### config.mk
export PLATFORM = sky130hd
export DESIGN_NAME = ftpc_ram
export DESIGN_NICKNAME = d
export VERILOG_FILES = /design/src/rtl/ftpc_ram.sv
export SDC_FILE = /design/constraint.sdc
export NUM_CORES = 1
export LEC_CHECK = 0
export ABC_AREA = 1
export BUFFER_PORTS_ARGS = -buffer_cell sky130_fd_sc_hd__buf_4
export CAP_MARGIN = 30
export CELL_PAD_IN_SITES_DETAIL_PLACEMENT = 1
export CELL_PAD_IN_SITES_GLOBAL_PLACEMENT = 1
export CORE_AREA = 2 2 115 117
export CTS_BUF_LIST = sky130_fd_sc_hd__clkbuf_8
export CTS_CLUSTER_DIAMETER = 120
export CTS_CLUSTER_SIZE = 30
export DETAILED_ROUTE_END_ITERATION = 6
export DIE_AREA = 0 0 117 119
export PLACE_DENSITY_LB_ADDON = 0.1
export SLEW_MARGIN = 20
export SYNTH_ARGS = -nofsm -noshare
export SYNTH_HDL_FRONTEND = slang
export SYNTH_SLANG_ARGS = --single-unit
### constraint.sdc
create_clock -name clk -period 1.07 [get_ports clk]
set_input_delay 0.107 -clock clk [delete_from_list [all_inputs] [get_ports clk]]
set_output_delay 0.107 -clock clk [all_outputs]
set_load 0.03 [all_outputs]
### src/rtl/ftpc_ram.sv
// ----------------------------------------------------------------------------
// Generic RAM
// Single write port, single read port, registered read data.
// ----------------------------------------------------------------------------
module ftpc_ram #(
  parameter int WIDTH = 8,
  parameter int DEPTH = 16
) (
  input  logic                     clk,
  input  logic                     we,
  input  logic [$clog2(DEPTH)-1:0] waddr,
  input  logic [WIDTH-1:0]         wdata,
  input  logic [$clog2(DEPTH)-1:0] raddr,
  output logic [WIDTH-1:0]         rdata
);

  logic [WIDTH-1:0] mem [DEPTH];

  always_ff @(posedge clk) begin
    if (we) begin
      mem[waddr] <= wdata;
    end
    rdata <= mem[raddr];
  end

endmodule

======== After elaboration in Yosys (flattened, before gate mapping) ========
Memory sizes are Yosys's and may differ from the RTL's. A register that Yosys moved wholly into a read port is not among the register bits.
Cells that the tools add are included.
word-level totals
  register bits after elaboration ......... 0
  bits in writable memories ............... 128
  output and inout port bits .............. 8
  logic and storage cells ................. 3
  memories ................................ 1
memory list
  memory  words  bits a word  rd ports  clocked after Yosys merged registers in  write ports  RTL line  text
  mem     16     8            1         1                                        1            17        logic [WIDTH-1:0] mem [DEPTH];
cells by class
  mux-type cells .......................... 2
operator list
  kind    count
  $mux 1  2

======== Depth between registers and ports, before layout ========
  word-level depth ........................ 2
  depth in mapped cells ................... 8

======== Least setup slack after synthesis ========
Ideal clock, no wire load.
  path kind ............................... input to register
  start point ............................. input waddr[3]
  end point ............................... memory mem[4][0] (enable)
  library setup time ...................... 370 ps
  data arrival time ....................... 688 ps
  data required time ...................... 700 ps
  slack ................................... 12 ps
  stages .................................. 2
  buffers on the path ..................... 0
  cell sequence ........................... nand3b_1 nor2_1
RTL lines
  element             RTL line  text
  start: declaration  11        input logic [$clog2(DEPTH)-1:0] waddr,
  end: declaration    17
Straight into the memory's write port.

==> impl_metrics.ini <==
[status]
status = finished, violations left
violations = setup timing

[clock_network]
cts-root-buf = clkbuf_8
clkLatencyLatePin_ns = 0.45
clkTransAtPathRegs_ns = 0.07
cts-htree-levels = 4
clk_path_buf_depth = 2
cts_sinks = 136
tritoncts = built
numCtsBuffers = 17

[hold_path]
hold_class = primary input to flop
hold_start = wdata[7]
whs_path_depth = 1

[power_and_ir_drop]
p_seq_share_pct = 55.5
p_leak_nw = 2.94
finalPower_mw = 10.8
ir_drop_mv = 1.12
power_switching_mw = 2.53
p_comb_share_pct = 8.8
p_sw_share_pct = 23.4
power_density_nw_per_um2 = 1600
p_int_mw = 8.26
pwr-share-clk_pct = 35.7

[routing]
drt_first_pass_iters = 4
drc = 0
wl_per_cell_um = 18.3
vias = 3869
ant_nets = 0
drtIter0Drc = 244
vias_per_cell = 4.87
wl_um = 14500

[cells_and_area]
regArea_um2 = 4010
areaGrowthSynthToFinish_pct = 17.3
multi_input_area_um2 = 1230
diodes = 0
drive_gt1_share_pct = 14.2
fin_cells = 795
layout.nets = 624
fill_cells = 1425

[setup_path]
r2r_cells = 6
arrival_ns = 1.49
worst-setup-path-type = primary input to flop
cp-start-kind = primary input
rr_endpoint = rdata[4]
r2r-start = mem[7][4]
cp_data_required_time_ns = 1.46
critPathCaptureType = flop
reg2reg_setup_slack_ns = 0
crit_path_end = rdata[4]
path_max_fanout = 9
cp-startpoint = raddr[3]

[sta]
skew_ns = 0.0103
hold_viol_final = 0
finalHoldWorstSlack_ns = 0.0365
fmax_ghz = 0.908
fin_crit_sh_pct = 103
setup_viol = 2
fin_ws_ns = -0.0315
finalMaxSlewViolations = 0
rsz0062_at_grt = true
slew-limit-headroom_pct = 75.4
worstMarginPinSlew_ns = 0.369
period_needed_ns = 1.10

[yosys]
synth_seq_cells = 136
yosysUniqueCellTypes = 12
ys_seq_area_share_pct = 69.4
synth_area_leaders = edfxtp_1 67%, nand2_1 11%, nand3_1 8.4%
synth_edf_count = 128
synth_most_common_cell = nand2_1
yosys.area.top_type = edfxtp_1
syn-cell-area_um2 = 5770
synth_area_per_cell_um2 = 10.5
synth_nets = 569
synthCells = 551
yosys.area.top_type_share_pct = 66.7
yosys_most_used_dff = edfxtp_1
ys_warn_count = 0
async_flop_share_pct = 0
ys_top_cells_by_count = 173 x nand2_1, 128 x edfxtp_1, 100 x inv_1, 97 x nand3_1, 17 x nor2_1

[place]
dp_cells = 756
dp_hpwl_um = 9400
pre_cts_slack_ns = -0.173
io_buffers = 25
gp_congestion = 0.763

[job]
cap_viol_max_count = 0

[floorplan]
num_rows = 42
dieArea_um2 = 13900
die_y_um = 119
ios = 26
die_w_um = 117
initial_core_util_pct = 44.8
coreArea_um2 = 12900

[grt]
grt_max_degree = 47
overflow = 0
grt_pass1_vias = 4065
antenna_found_initial = 0
grt_pass1_wl_um = 22700
grtUsageTotal_pct = 23.1
-- kinds of logic (layout without fill, tap and decap cells) --
family                 after synthesis  count (layout)  share of synthesized area [%]
buffers and inverters              126             194                           9.52
flip-flops                         136             136                           69.4
AND/OR/NAND/NOR                    289             289                           21.0
-- worst min path at each step --
stage	slack, ns	end
global route	0.005	mem[4][7]
CTS	0.003	mem[10][7]
finish	0.04	mem[7][7]
floorplan	0.21	mem[0][0]
global placement	0.45	rdata[6]
detailed placement	0.46	rdata[4]
-- repair_timing --
action                                 CTS  global route
resized for setup                        7             8
endpoints found under the hold margin   65             0
hold buffers                             7             0
buffers inserted                         0             0
setup endpoints to repair                4            12
-- worst max-delay path, cell delays in order --
cell and delay [ns]:
dlygate4sd3_1 0.54, buf_4 0.19, inv_1 0.30, nand3_1 0.24
nand2_1 0.11
-- cell usage in the layout, fill, tap and decap left out --
cell type / n
buf_12: 6
nand3_1: 93
nand2_1: 173
inv_1: 100
clkbuf_8: 17
nor2_1: 17
dfxtp_2: 4
clkinv_1: 7
dlygate4sd3_1: 7
nand3b_1: 2
dfxtp_1: 4
inv_2: 2
bufinv_16: 2
edfxtp_1: 128
clkinv_2: 6
buf_6: 7
nand3_2: 4
buf_4: 40
-- power groups by stage --
| stage | Sequential (mW) | Combinational [mW] | Clock, mW |
|---|---|---|---|
| after floorplan | 6.16 | 0.420 | 0 |
| after global placement | 6.10 | 0.891 | 0 |
| after detailed placement | 6.11 | 0.915 | 0 |
| after CTS | 5.99 | 0.950 | 3.95 |
| after global routing | 6.00 | 1.04 | 4.13 |
| final | 6.00 | 0.949 | 3.85 |
-- cell type report --
class | instances | area share [%]
tap | 176 | 3.26
multi-input combinational | 289 | 18.2
clock buffer | 17 | 3.46
timing repair buffer | 60 | 8.42
clock inverter | 15 | 1.72
inverter | 102 | 5.66
sequential | 136 | 59.3
-- stage by stage --
| step | setup TNS, ns | utilization [%] | instance area (um2) |
|---|---|---|---|
| global placement | -2.67 | 48.9 | 6290 |
| global route | -0.144 | 52.5 | 6770 |
| finish | -0.0621 | 52.5 | 6770 |
| CTS | -0.0214 | 52.3 | 6730 |
| floorplan | 0 | - | 5770 |
| detailed placement | -4.47 | 48.9 | 6290 |
-- layer usage --
| layer | vias to the layer above | track usage (%) | wire length (um) |
|---|---|---|---|
| met5 | - | 0 | 0 |
| met1 | 1888 | 30.3 | 6290 |
| met4 | 0 | 10.4 | 291 |
| li1 | 1882 | - | - |
| met2 | 80 | 36.8 | 7170 |
| met3 | 19 | 4.89 | 778 |
-- flip-flops by register name, indices dropped and copies added (netlist names) --
signal	cells
mem	128
rdata	8
Note: power is estimated with default switching activity, not from simulation.
